### src/rtl/core/tafc_pkg.sv
`timescale 1ns / 1ps
// ----------------------------------------------------------------------------
// Temperature alarm and fan controller package
// Shared payload types, key and alarm codes, limits and reset values.
// ----------------------------------------------------------------------------
package tafc_pkg;

  localparam int DUTY_W             = 7;
  localparam int PWM_PERIOD_DEFAULT = 100;

  localparam logic signed [7:0] HIGH_MAX   = 8'sd125;
  localparam logic signed [7:0] LOW_MIN    = -8'sd55;
  localparam logic signed [7:0] HIGH_RESET = 8'sd30;
  localparam logic signed [7:0] LOW_RESET  = 8'sd20;
  localparam logic [DUTY_W-1:0] FAN_DUTY_RESET = 7'd60;

  // Item kinds.
  localparam logic CMD_TICK = 1'b0;
  localparam logic CMD_STEP = 1'b1;

  // Pad key codes.
  localparam logic [2:0] PAD_NONE      = 3'd0;
  localparam logic [2:0] PAD_HIGH_UP   = 3'd1;
  localparam logic [2:0] PAD_HIGH_DOWN = 3'd2;
  localparam logic [2:0] PAD_LOW_UP    = 3'd3;
  localparam logic [2:0] PAD_LOW_DOWN  = 3'd4;
  localparam logic [2:0] PAD_FAN_MODE  = 3'd7;

  // Button key codes.
  localparam logic [2:0] BTN_NONE    = 3'd0;
  localparam logic [2:0] BTN_AUDIBLE = 3'd1;
  localparam logic [2:0] BTN_SILENT  = 3'd2;
  localparam logic [2:0] BTN_AUTO    = 3'd4;

  // Alarm classes and beep requests.
  localparam logic [1:0] ALARM_NONE = 2'd0;
  localparam logic [1:0] ALARM_HIGH = 2'd1;
  localparam logic [1:0] ALARM_LOW  = 2'd2;

  localparam logic [1:0] BEEP_NONE = 2'd0;
  localparam logic [1:0] BEEP_HIGH = 2'd1;
  localparam logic [1:0] BEEP_LOW  = 2'd2;

  typedef struct packed {
    logic              command;
    logic signed [11:0] temperature;
    logic [2:0]        pad_key;
    logic [2:0]        button_key;
  } item_t;

  typedef struct packed {
    logic              motor_on;
    logic [1:0]        alarm_class;
    logic              key_beep;
    logic [1:0]        alarm_beep;
    logic signed [7:0] high_limit;
    logic signed [7:0] low_limit;
    logic              silent_flag;
    logic              auto_flag;
  } result_t;

  // Controller state apart from the PWM counter, whose width follows the period.
  typedef struct packed {
    logic signed [7:0]  high;
    logic signed [7:0]  low;
    logic               silenced;
    logic               auto_mode;
    logic [DUTY_W-1:0]  duty;
    logic [1:0]         last_alarm;
  } state_t;

endpackage

### src/rtl/core/tafc_step.sv
`timescale 1ns / 1ps
// ----------------------------------------------------------------------------
// Controller step logic
// Computes the next state and the result for one tick or control request.
// ----------------------------------------------------------------------------
module tafc_step #(
  parameter int PWM_PERIOD = tafc_pkg::PWM_PERIOD_DEFAULT,
  parameter int CNT_W      = $clog2(PWM_PERIOD)
) (
  input  tafc_pkg::item_t                 item,
  input  tafc_pkg::state_t                st,
  input  logic [CNT_W-1:0]                cnt,
  input  logic [tafc_pkg::DUTY_W-1:0]     fan_duty,
  output tafc_pkg::state_t                st_next,
  output logic [CNT_W-1:0]                cnt_next,
  output tafc_pkg::result_t               res
);

  localparam int CW1 = CNT_W + 1;

  logic [CW1-1:0]     cnt_inc;
  logic signed [8:0]  high9;
  logic signed [8:0]  low9;
  logic signed [8:0]  high_dec;
  logic signed [8:0]  low_inc;
  logic signed [7:0]  high_new;
  logic signed [7:0]  low_new;
  logic signed [12:0] temp13;
  logic signed [12:0] high_scaled;
  logic signed [12:0] low_scaled;
  logic               silenced_new;
  logic               auto_new;
  logic               key_beep;
  logic [1:0]         alarm_beep;

  always_comb begin
    high9       = {st.high[7], st.high};
    low9        = {st.low[7], st.low};
    high_dec    = high9 - 9'sd1;
    low_inc     = low9 + 9'sd1;
    cnt_inc     = {1'b0, cnt} + CW1'(1);
    high_new    = st.high;
    low_new     = st.low;
    silenced_new = st.silenced;
    auto_new    = st.auto_mode;
    key_beep    = 1'b0;
    alarm_beep  = tafc_pkg::BEEP_NONE;
    st_next     = st;
    cnt_next    = cnt;
    temp13      = {item.temperature[11], item.temperature};
    high_scaled = '0;
    low_scaled  = '0;

    if (item.command == tafc_pkg::CMD_TICK) begin
      cnt_next = (cnt_inc >= CW1'(PWM_PERIOD)) ? '0 : cnt_inc[CNT_W-1:0];
    end else begin
      unique case (item.pad_key)
        tafc_pkg::PAD_HIGH_UP: begin
          if (st.high < tafc_pkg::HIGH_MAX) high_new = st.high + 8'sd1;
        end
        tafc_pkg::PAD_HIGH_DOWN: begin
          // Keep the high threshold strictly above the low one.
          if (high_dec > low9) high_new = high_dec[7:0];
        end
        tafc_pkg::PAD_LOW_UP: begin
          if (low_inc < high9) low_new = low_inc[7:0];
        end
        tafc_pkg::PAD_LOW_DOWN: begin
          if (st.low > tafc_pkg::LOW_MIN) low_new = st.low - 8'sd1;
        end
        tafc_pkg::PAD_FAN_MODE: begin
          auto_new = 1'b0;
        end
        default: begin
        end
      endcase

      unique case (item.button_key)
        tafc_pkg::BTN_AUDIBLE: begin
          silenced_new = 1'b0;
          key_beep     = 1'b1;
        end
        tafc_pkg::BTN_SILENT: begin
          silenced_new = 1'b1;
          key_beep     = 1'b1;
        end
        tafc_pkg::BTN_AUTO: begin
          auto_new = 1'b1;
        end
        default: begin
        end
      endcase

      // Thresholds are whole degrees; samples are sixteenths.
      high_scaled = {high_new[7], high_new, 4'b0000};
      low_scaled  = {low_new[7], low_new, 4'b0000};

      st_next.high      = high_new;
      st_next.low       = low_new;
      st_next.silenced  = silenced_new;
      st_next.auto_mode = auto_new;

      priority if (!silenced_new && temp13 > high_scaled) begin
        st_next.last_alarm = tafc_pkg::ALARM_HIGH;
        alarm_beep         = tafc_pkg::BEEP_HIGH;
        st_next.duty       = auto_new ? '0 : fan_duty;
      end else if (!silenced_new && temp13 < low_scaled) begin
        st_next.last_alarm = tafc_pkg::ALARM_LOW;
        alarm_beep         = tafc_pkg::BEEP_LOW;
        st_next.duty       = '0;
      end else begin
        st_next.last_alarm = tafc_pkg::ALARM_NONE;
        st_next.duty       = '0;
      end
    end

    res.motor_on    = tafc_pkg::DUTY_W'(cnt_next) < st_next.duty;
    res.alarm_class = st_next.last_alarm;
    res.key_beep    = key_beep;
    res.alarm_beep  = alarm_beep;
    res.high_limit  = st_next.high;
    res.low_limit   = st_next.low;
    res.silent_flag = st_next.silenced;
    res.auto_flag   = st_next.auto_mode;
  end

endmodule

### config.mk
export PLATFORM = sky130hd
export DESIGN_NAME = tafc_step
export DESIGN_NICKNAME = d
export VERILOG_FILES = /design/src/rtl/core/tafc_pkg.sv /design/src/rtl/core/tafc_step.sv
export SDC_FILE = /design/constraint.sdc
export NUM_CORES = 1
export LEC_CHECK = 0
export ABC_CLOCK_PERIOD_IN_PS = 9510
export BUFFER_PORTS_ARGS = -buffer_cell sky130_fd_sc_hd__buf_2
export CORE_MARGIN = 3
export CORE_UTILIZATION = 53
export DETAILED_ROUTE_END_ITERATION = 10
export GPL_TIMING_DRIVEN = 0
export PLACE_DENSITY = 0.85
export SLEW_MARGIN = 20
export SYNTH_ARGS = -nofsm -noshare
export SYNTH_HDL_FRONTEND = slang
export SYNTH_SLANG_ARGS = --single-unit
### constraint.sdc
create_clock -name vclk -period 9.51
set_input_delay 0.951 -clock vclk [all_inputs]
set_output_delay 0.951 -clock vclk [all_outputs]
set_load 0.03 [all_outputs]
==> impl_results.md, run 1 <==
- Worst Setup End Kind: output port
- Syn. warnings: 0
- Distinct cells, synth: 70
- Die H: 81.7 um
- Die Span X: 81.7 um
- Max FO, Critical Path: 10
- Largest area contributor in the netlist: ha_1
- IO Pins: roughly 120
- GRT overflow: 0
- Die area: 6680 um^2
- Design area: 3660 um^2
- Final HPWL DP: 8.12 mm
- Hold Startpoint: st[0]
- Wire per inst: 15.7 um
- Final slew viol count: 0
- Via count: about 3800
- Setup WS pre-CTS: roughly 1.4 ns
- Setup TNS: 0 ns
- Critical Path Source Type: input pin
- Antenna violations before repair: 0
- Mapped cell area: 3040 um^2
- Worst VDD drop: 0.0000335 V
- Total chip power: 0.228 mW
- Worst setup margin: about 1.4 ns
- Post-Route WL: about 9.8 mm
- Hold EP: res[21]
- Initial Util: 57.0%
- Post-DRT Antenna Nets: 0
- Gp weighted congestion: 1.01
- Post-CTS setup buffer count: 0
- RSZ-0062 raised after global routing: false
- Smallest hold slack: 2.29 ns
- Worst min path class: input pin to output port
- Hold depth: 3
- Slew @ Worst Pin: about 0.95 ns
- Final worst-path cycle share: approximately 86%
- Global Route Usage Sum: 27.4%
- Mapped Nets: 551
- Clkbuf count: 0
- Share of layout cells above drive strength 1: 27.7%
- Leakage Power: 1.81 nW
- Cts hold-fix bufs: 0
- Fin nets: 660
- Largest cells by area after synthesis: ha_1 (19%), xnor2_1 (7.8%), a21oi_1 (5.3%)
- Vias in the first global route: about 3300
- Vias per cell: 6.05
- WS Path Type: input pin to output port
- # diodes: 0
- Synth top area share: a little under a fifth
- F_max: between 100 and 150 MHz
- Post-route DRC: 0
- Slew Limit Headroom: between 30 and 40%
- Core Area: 5340 um^2
- Drt pass-1 iters: 5
- Pin count of the biggest net entering global routing: 11
- Post-Syn Area per Cell: 6.82 um^2
- Placed instance count: 623
- Sequential cell count: 0
- Post-Syn Instances: 446
- Outcome: finished clean
- Sequential cell area fraction in the yosys report: 0%
- Area grow syn2layout: 20.5%
- Rows: 26
- Hold Fails Final Rpt: 0
- Cell Count, Final, Fillers Out: a little over 600
- CP required: about 8.6 ns
- Initial DRC count: 258
- Tmin final: 8.15 ns
- Global-route wire length before repair: 15.1 mm
- Total of max-cap violations: 0
- Port bufs: 107
- Placed Area: 3660 um^2
- Setup violators final: 0
- CTS resizes: 0
- Worst Path Arrival: between 7 and 8 ns
- Pwr dens: 62.3 nW/um^2
- Final core occ: 68.7%
- Reg area: 0 um^2
[cells by family (layout without fill, tap and decap cells)]
group | count (synthesis) | in the layout | synth area share [%]
AO/OA/AOI/OAI | 154 | 154 | 35.8
multiplexers | 2 | 2 | 0.700
AND/OR/NAND/NOR | 138 | 138 | 24.3
XOR/XNOR | 29 | 29 | 8.35
adder cells (fa/ha/maj) | 45 | 45 | 18.5
buffers and inverters | 78 | 185 | 12.4
[synth_stat cells, types with 6 or more instances]
| master | count |
|---|---|
| o21ai_0 | 16 |
| nand2_1 | 30 |
| nand3_1 | 14 |
| inv_1 | 33 |
| a21o_1 | 11 |
| ha_1 | 45 |
| clkbuf_1 | 14 |
| a21oi_1 | 32 |
| xnor2_1 | 27 |
| buf_4 | 21 |
| a22oi_1 | 11 |
| nor2_1 | 30 |
| and3_1 | 6 |
| o21ai_1 | 22 |
| nor3_1 | 10 |
[routing by layer]
metal | track usage, % | up-vias | wire (um)
met5 | 0 | - | 0
met4 | 5.48 | 0 | 126
met3 | 0.877 | 16 | 858
met2 | 47.3 | 196 | 4560
met1 | 37.9 | 1698 | 4220
li1 | - | 1857 | -
[worst max-delay path: stages]
cell       delay, ns
buf_2           0.15
or3_4           0.43
or3_4           0.37
nor3_1          0.19
xnor2_1         0.16
inv_2           0.06
ha_1            0.30
a2111o_1        0.43
nor2_1          0.11
nand3_1         0.16
a31oi_4         0.36
nor3_1          0.13
a22oi_1         0.27
o31ai_1         0.14
ha_1            0.22
or4_1           0.47
a221oi_1        0.21
o21ai_1         0.11
a31oi_1         0.36
nor2_1          0.20
a22oi_1         0.26
ha_1            0.29
o21a_1          0.18
o2111ai_1       0.17
a21oi_1         0.07
a211oi_2        0.19
buf_2           0.22
[worst max path at each step]
stage / end / depth (start not counted) / startpoint / slack, ns
after floorplan: res[23] / 26 / st[21] / 1.94
after global placement: res[23] / 27 / st[21] / 1.56
after detailed placement: res[23] / 27 / st[21] / 1.42
after CTS: res[23] / 27 / st[21] / 1.42
after global routing: res[23] / 27 / st[21] / 0.93
final: res[23] / 27 / st[21] / 1.36
[placed cells by master, fill, tap and decap left out, drive strengths merged, types with 9 or more instances in the layout]
master  count
nand3      15
or3         9
ha         45
a21o       11
a21oi      33
nor2       30
xnor2      27
o21ai      38
a22oi      11
buf       133
inv        38
clkbuf     14
nand2      30
nor3       10
[power by group]
group          internal, mW  leakage, nW  total (mW)  switching [mW]
Combinational        0.0847         1.81       0.228           0.143
Sequential                0            0           0               0
Clock                     0            0           0               0
[final cells by class]
cell class	count	area (um^2)
multi-input combinational	368	2660
fill	494	1670
timing repair buffer	107	536
buffer	40	234
inverter	38	143
tap	70	87.6
Note: power is estimated with default switching activity, not from simulation.
==> run 2, diff against run 1 <==
==> constraint.sdc (replaced) <==
create_clock -name vclk -period 9.51
set_input_delay 1.4265 -clock vclk [all_inputs]
set_output_delay 1.4265 -clock vclk [all_outputs]
set_load 0.03 [all_outputs]
==> run 2 against run 1 <==
Against the previous run: via count decreased by 0.27%; wire length increased by 0.89%; clock-buffer cell count unchanged; sequential share of layout area unchanged; non-clock buffer count unchanged; largest power group unchanged; critical endpoint unchanged; flip-flop and latch count unchanged; critical path type unchanged.
==> impl_results.md, run 2 (synthesized netlist as in run 1, its figures left out) <==
- Fill count: 496 (+0.40%)
- Post-CTS setup buffer count: 0 (unchanged)
- Rows: 26 (unchanged)
- Design area: 3670 um^2 (+0.17%)
- Multi-input logic area: 2670 um^2 (+0.24%)
- Clkbuf count: 0 (unchanged)
- Post-DRT Antenna Nets: 0 (unchanged)
- Met2 WL: 4.59 mm (+0.64%)
- Max FO, Critical Path: 10 (unchanged)
- RSZ-0062 raised after global routing: false
- IO Pins: 118 (unchanged)
- Reg area: 0 um^2 (unchanged)
- Final HPWL DP: 8.12 mm (unchanged)
- Wl on met1: 4.35 mm (+3.0%)
- Area grow syn2layout: 20.7%
- Outcome: finished clean
- Post-Route WL: 9.85 mm (+0.89%)
- Slew @ Worst Pin: 0.938 ns (-0.0156 ns)
- GRT overflow: 0 (unchanged)
- # diodes: 0 (unchanged)
- Fin nets: 660 (unchanged)
- Hold Fails Final Rpt: 0 (unchanged)
- Setup WS pre-CTS: 0.467 ns (-0.951 ns)
- Most common cell after layout, fill and taps aside: buf_2
- Leakage Power: 1.81 nW (about the same)
- Antenna violations before repair: 0 (unchanged)
- Die Span X: 81.7 um (unchanged)
- Global-route wire length before repair: 15.1 mm (unchanged)
- Tmin final: 9.04 ns (+0.894 ns)
- Final worst-path cycle share: 95.1% (+9.4 points)
- Drt pass-1 iters: 5 (unchanged)
- Worst setup margin: 0.468 ns (-0.894 ns)
- Total of max-cap violations: 0 (unchanged)
- Worst min path class: input pin to output port
- Placed Area: 3660 um^2 (unchanged)
- Die H: 81.7 um (unchanged)
- Share of layout cells above drive strength 1: 27.8% (+0.18 points)
- Vias in the first global route: 3346 (unchanged)
- Via count: 3757 (-0.27%)
- Wire per inst: 15.8 um (+0.89%)
- Met3 WL post-DR: 791 um (-7.8%)
- Core Area: 5340 um^2 (unchanged)
- Slew Limit Headroom: 37.3% (+1.0 points)
- Gp weighted congestion: 1.01 (unchanged)
- Post-route DRC: 0 (unchanged)
- Final slew viol count: 0 (unchanged)
- Critical Path Source Type: input pin
- Cts hold-fix bufs: 0 (unchanged)
- CP required: 8.08 ns (-0.48 ns)
- Final core occ: 68.8% (+0.12 points)
- Setup TNS: 0 ns (unchanged)
- Sequential cell count: 0 (unchanged)
- Worst VDD drop: 0.0000336 V (+0.41%)
- Pwr dens: 62.6 nW/um^2 (+0.47%)
- Setup violators final: 0 (unchanged)
- Port bufs: 107 (unchanged)
- Initial DRC count: 261 (+1.2%)
- WS Path Type: input pin to output port
- Die area: 6680 um^2 (unchanged)
- Most frequent cells in the layout: buf_2 (111), ha_1 (45), inv_1 (33)
- Worst Path Arrival: 7.62 ns (+0.42 ns)
- Initial Util: 57.0% (unchanged)
- Global Route Usage Sum: 27.4% (unchanged)
- Pin count of the biggest net entering global routing: 11 (unchanged)
- F_max: 111 MHz (-9.9%)
- Top Metal Used: met4
- Vias per cell: 6.03 (-0.27%)
- Worst Setup End Kind: output port
run 2: layout make-up:
cell class                 instances  area share, %
buffer                            40           6.38
timing repair buffer             107           14.6
tap                               70           2.39
inverter                          38           3.89
multi-input combinational        368           72.8
run 2: worst paths after layout:
path / slack, ns / startpoint / cells after the start / endpoint
max: 0.47 / st[21] / 27 / res[23]
min: 3.24 / st[0] / 3 / res[21]
run 2: per-layer routing:
metal | GRT usage [%] | vias up
li1 | - | 1851
met1 | 37.9 | 1691
met2 | 47.3 | 199
met3 | 0.877 | 16
met4 | 5.48 | 0
met5 | 0 | -
run 2: worst max-delay path, cell delays in order:
cell	delay [ns]
buf_2	0.15
or3_4	0.43
or3_4	0.37
nor3_1	0.19
xnor2_1	0.16
inv_2	0.06
ha_1	0.30
a2111o_1	0.43
nor2_1	0.11
nand3_1	0.16
a31oi_4	0.36
nor3_1	0.13
a22oi_1	0.27
o31ai_1	0.14
ha_1	0.22
or4_1	0.47
a221oi_1	0.21
o21ai_1	0.12
a31oi_2	0.30
nor2_1	0.20
a22oi_1	0.25
ha_1	0.29
o21a_1	0.18
o2111ai_1	0.17
a21oi_1	0.07
a211oi_2	0.19
buf_2	0.22
run 2: timing repair:
item / 4_1_cts / 5_1_grt
gates resized for setup: 0 / 1
endpoints found under the setup margin: 0 / 1
endpoints found under the hold margin: 0 / 0
run 2: report_power, final:
group	internal [mW]	switching, mW	total [mW]
clock	0	0	0
sequential	0	0	0
combinational	0.0851	0.144	0.230
total	0.0851	0.144	0.230
run 2: stage by stage:
step,hold WS (ns),instances,total power [mW]
2_1_floorplan,3.06,446,0.162
3_3_place_gp,3.23,623,0.219
3_5_place_dp,3.24,623,0.225
4_1_cts,3.24,623,0.226
5_1_grt,3.26,623,0.250
6_report,3.24,623,0.230
==> run 3, diff against run 2 <==
Settings changed: CORE_ASPECT_RATIO set to 1.75.
==> run 3 against run 2 <==
Against the previous run: wire length increased by 5.4%; via count increased by 3.7%; utilization decreased by 0.56 points; final area rose by 0.14%; first-iteration DRC count is 21% lower; hold slack better by 0.0030 ns; sequential share of layout area is the same; fmax shrank 1.0%; global-route usage is 2.1 points higher; worst setup slack worse by 0.094 ns; die area is 0.54% higher.
==> impl_results.md, run 3 (synthesized netlist as in run 1, its figures left out) <==
- Outcome: finished clean
- Initial DRC count: 207 (-21%)
- Wire per inst: 16.6 um (+4.7%)
- Most frequent cells in the layout: buf_2 (111), ha_1 (45), inv_1 (33)
- CTS resizes: 0 (unchanged)
- GRT overflow: 0 (unchanged)
- Port bufs: 107 (unchanged)
- Area grow syn2layout: 20.9%
- Worst VDD drop: 0.0000342 V (+1.9%)
- Final HPWL DP: 8.89 mm (+9.6%)
- Rows: 35 (+35%)
- Reg area: 0 um^2 (unchanged)
- Share of layout cells above drive strength 1: 27.8% (unchanged)
- Leakage Power: 1.81 nW (unchanged)
- Vias per cell: 6.21 (+3.0%)
- Gp weighted congestion: 0.996 (-0.98%)
- Die H: 106 um (+30%)
- Hold Fails Final Rpt: 0 (unchanged)
- Pin count of the biggest net entering global routing: 11 (unchanged)
- Multi-input logic area: 2670 um^2 (unchanged)
- Initial Util: 56.4% (-0.54 points)
- Post-DRT Antenna Nets: 0 (unchanged)
- Setup violators final: 0 (unchanged)
- Int Pwr: 0.0853 mW (+0.18%)
- Cts hold-fix bufs: 0 (unchanged)
- Max FO, Critical Path: 10 (unchanged)
- Post-route DRC: 0 (unchanged)
- Worst min path class: input pin to output port
- Met3 WL post-DR: 783 um (-1.0%)
- Comb power frac: 100.0% (about the same)
- Setup TNS: 0 ns (unchanged)
- WS Path Type: input pin to output port
- Switching Share: 63.1% (+0.22 points)
- Sequential Power Share: 0% (unchanged)
- Total of max-cap violations: 0 (unchanged)
- RSZ-0062 raised after global routing: false
- Worst Setup End Kind: output port
- Final worst-path cycle share: 96.1% (+0.99 points)
- Smallest hold slack: 3.24 ns (+0.00296 ns)
- Drt pass-1 iters: 5 (unchanged)
- Worst Path Arrival: 7.71 ns (+0.09 ns)
- Final core occ: 68.2% (-0.56 points)
- Placed instance count: 627 (+0.64%)
- Core Area: 5390 um^2 (+0.96%)
- Wl on met1: 3.47 mm (-20%)
- Post-CTS setup buffer count: 0 (unchanged)
- Pwr dens: 62.9 nW/um^2 (+0.63%)
- F_max: 109 MHz (-1.0%)
- Cell Count, Final, Fillers Out: 627 (+0.64%)
- Vias in the first global route: 3688 (+10%)
- Final slew viol count: 0 (unchanged)
- Top Metal Used: met4
- Hold depth: 4 (+1)
- Die area: 6720 um^2 (+0.54%)
- Clkbuf count: 0 (unchanged)
- # diodes: 0 (unchanged)
- Global-route wire length before repair: 16.4 mm (+8.6%)
- CP required: 8.08 ns (about the same)
- Slew Limit Headroom: 46.9% (+9.5 points)
- Most common cell after layout, fill and taps aside: buf_2
- Slew @ Worst Pin: 0.795 ns (-0.143 ns)
- Critical Path Source Type: input pin
- Tmin final: 9.14 ns (+0.0939 ns)
- Antenna violations before repair: 0 (unchanged)
- Fill count: 510 (+2.8%)
- Via count: 3895 (+3.7%)
- Met2 WL: 5.45 mm (+19%)
- Sequential cell count: 0 (unchanged)
- IO Pins: 118 (unchanged)
- NetSw: 0.146 mW (+1.1%)
- Post-Route WL: 10.4 mm (+5.4%)
- Die Span X: 63.3 um (-23%)
- Global Route Usage Sum: 29.5% (+2.1 points)
- Fin nets: 660 (unchanged)
- Clock network power share: 0% (unchanged)
run 3: cell counts in the layout (fill, tap and decap cells not counted):
Identical to the previous run, type by type.
run 3: area by class of cell:
| cell class | instances | area share [%] |
|---|---|---|
| Tap cell | 74 | 2.52 |
| Inverter | 38 | 3.88 |
| Buffer | 40 | 6.37 |
| Timing Repair Buffer | 107 | 14.6 |
| Multi-Input combinational cell | 368 | 72.7 |
run 3: worst paths after layout:
kind / start / endpoint
setup / recovery: st[21] / res[23]
hold / removal: fan_duty[5] / st_next[7]
run 3: power groups by stage:
stage	registers (mW)	clock network (mW)	logic (mW)
after floorplan	0	0	0.162
after global placement	0	0	0.222
after detailed placement	0	0	0.228
after CTS	0	0	0.229
after global routing	0	0	0.251
final	0	0	0.231
run 3: metal layers:
metal  GRT usage, %  vias to the layer above
li1               -                     1855
met1           28.8                     1769
met2           57.6                      222
met3           3.07                       49
met4           17.8                        0
met5              0                        -
run 3: worst max-delay path, stage by stage:
cell	delay (ns)
buf_2	0.16
or3_4	0.44
or3_4	0.39
nor3_1	0.21
xnor2_1	0.16
inv_2	0.08
ha_1	0.30
a2111o_1	0.43
nor2_1	0.11
nand3_1	0.14
a31oi_4	0.35
nor3_1	0.14
a22oi_1	0.26
o31ai_1	0.16
ha_1	0.23
or4_1	0.49
a221oi_1	0.25
o21ai_1	0.13
a31oi_2	0.30
nor2_1	0.18
a22oi_1	0.24
ha_1	0.27
o21ai_0	0.17
nand2b_1	0.08
o2111ai_1	0.10
a21oi_1	0.07
a211oi_2	0.21
buf_2	0.23
run 3: stage by stage:
stage | setup slack, ns | total power [mW] | area (um^2)
floorplan | 0.987 | 0.162 | 3040
CTS | 0.333 | 0.229 | 3670
finish | 0.375 | 0.231 | 3670
detailed placement | 0.332 | 0.228 | 3670
global route | 0.0279 | 0.251 | 3670
global placement | 0.465 | 0.222 | 3670
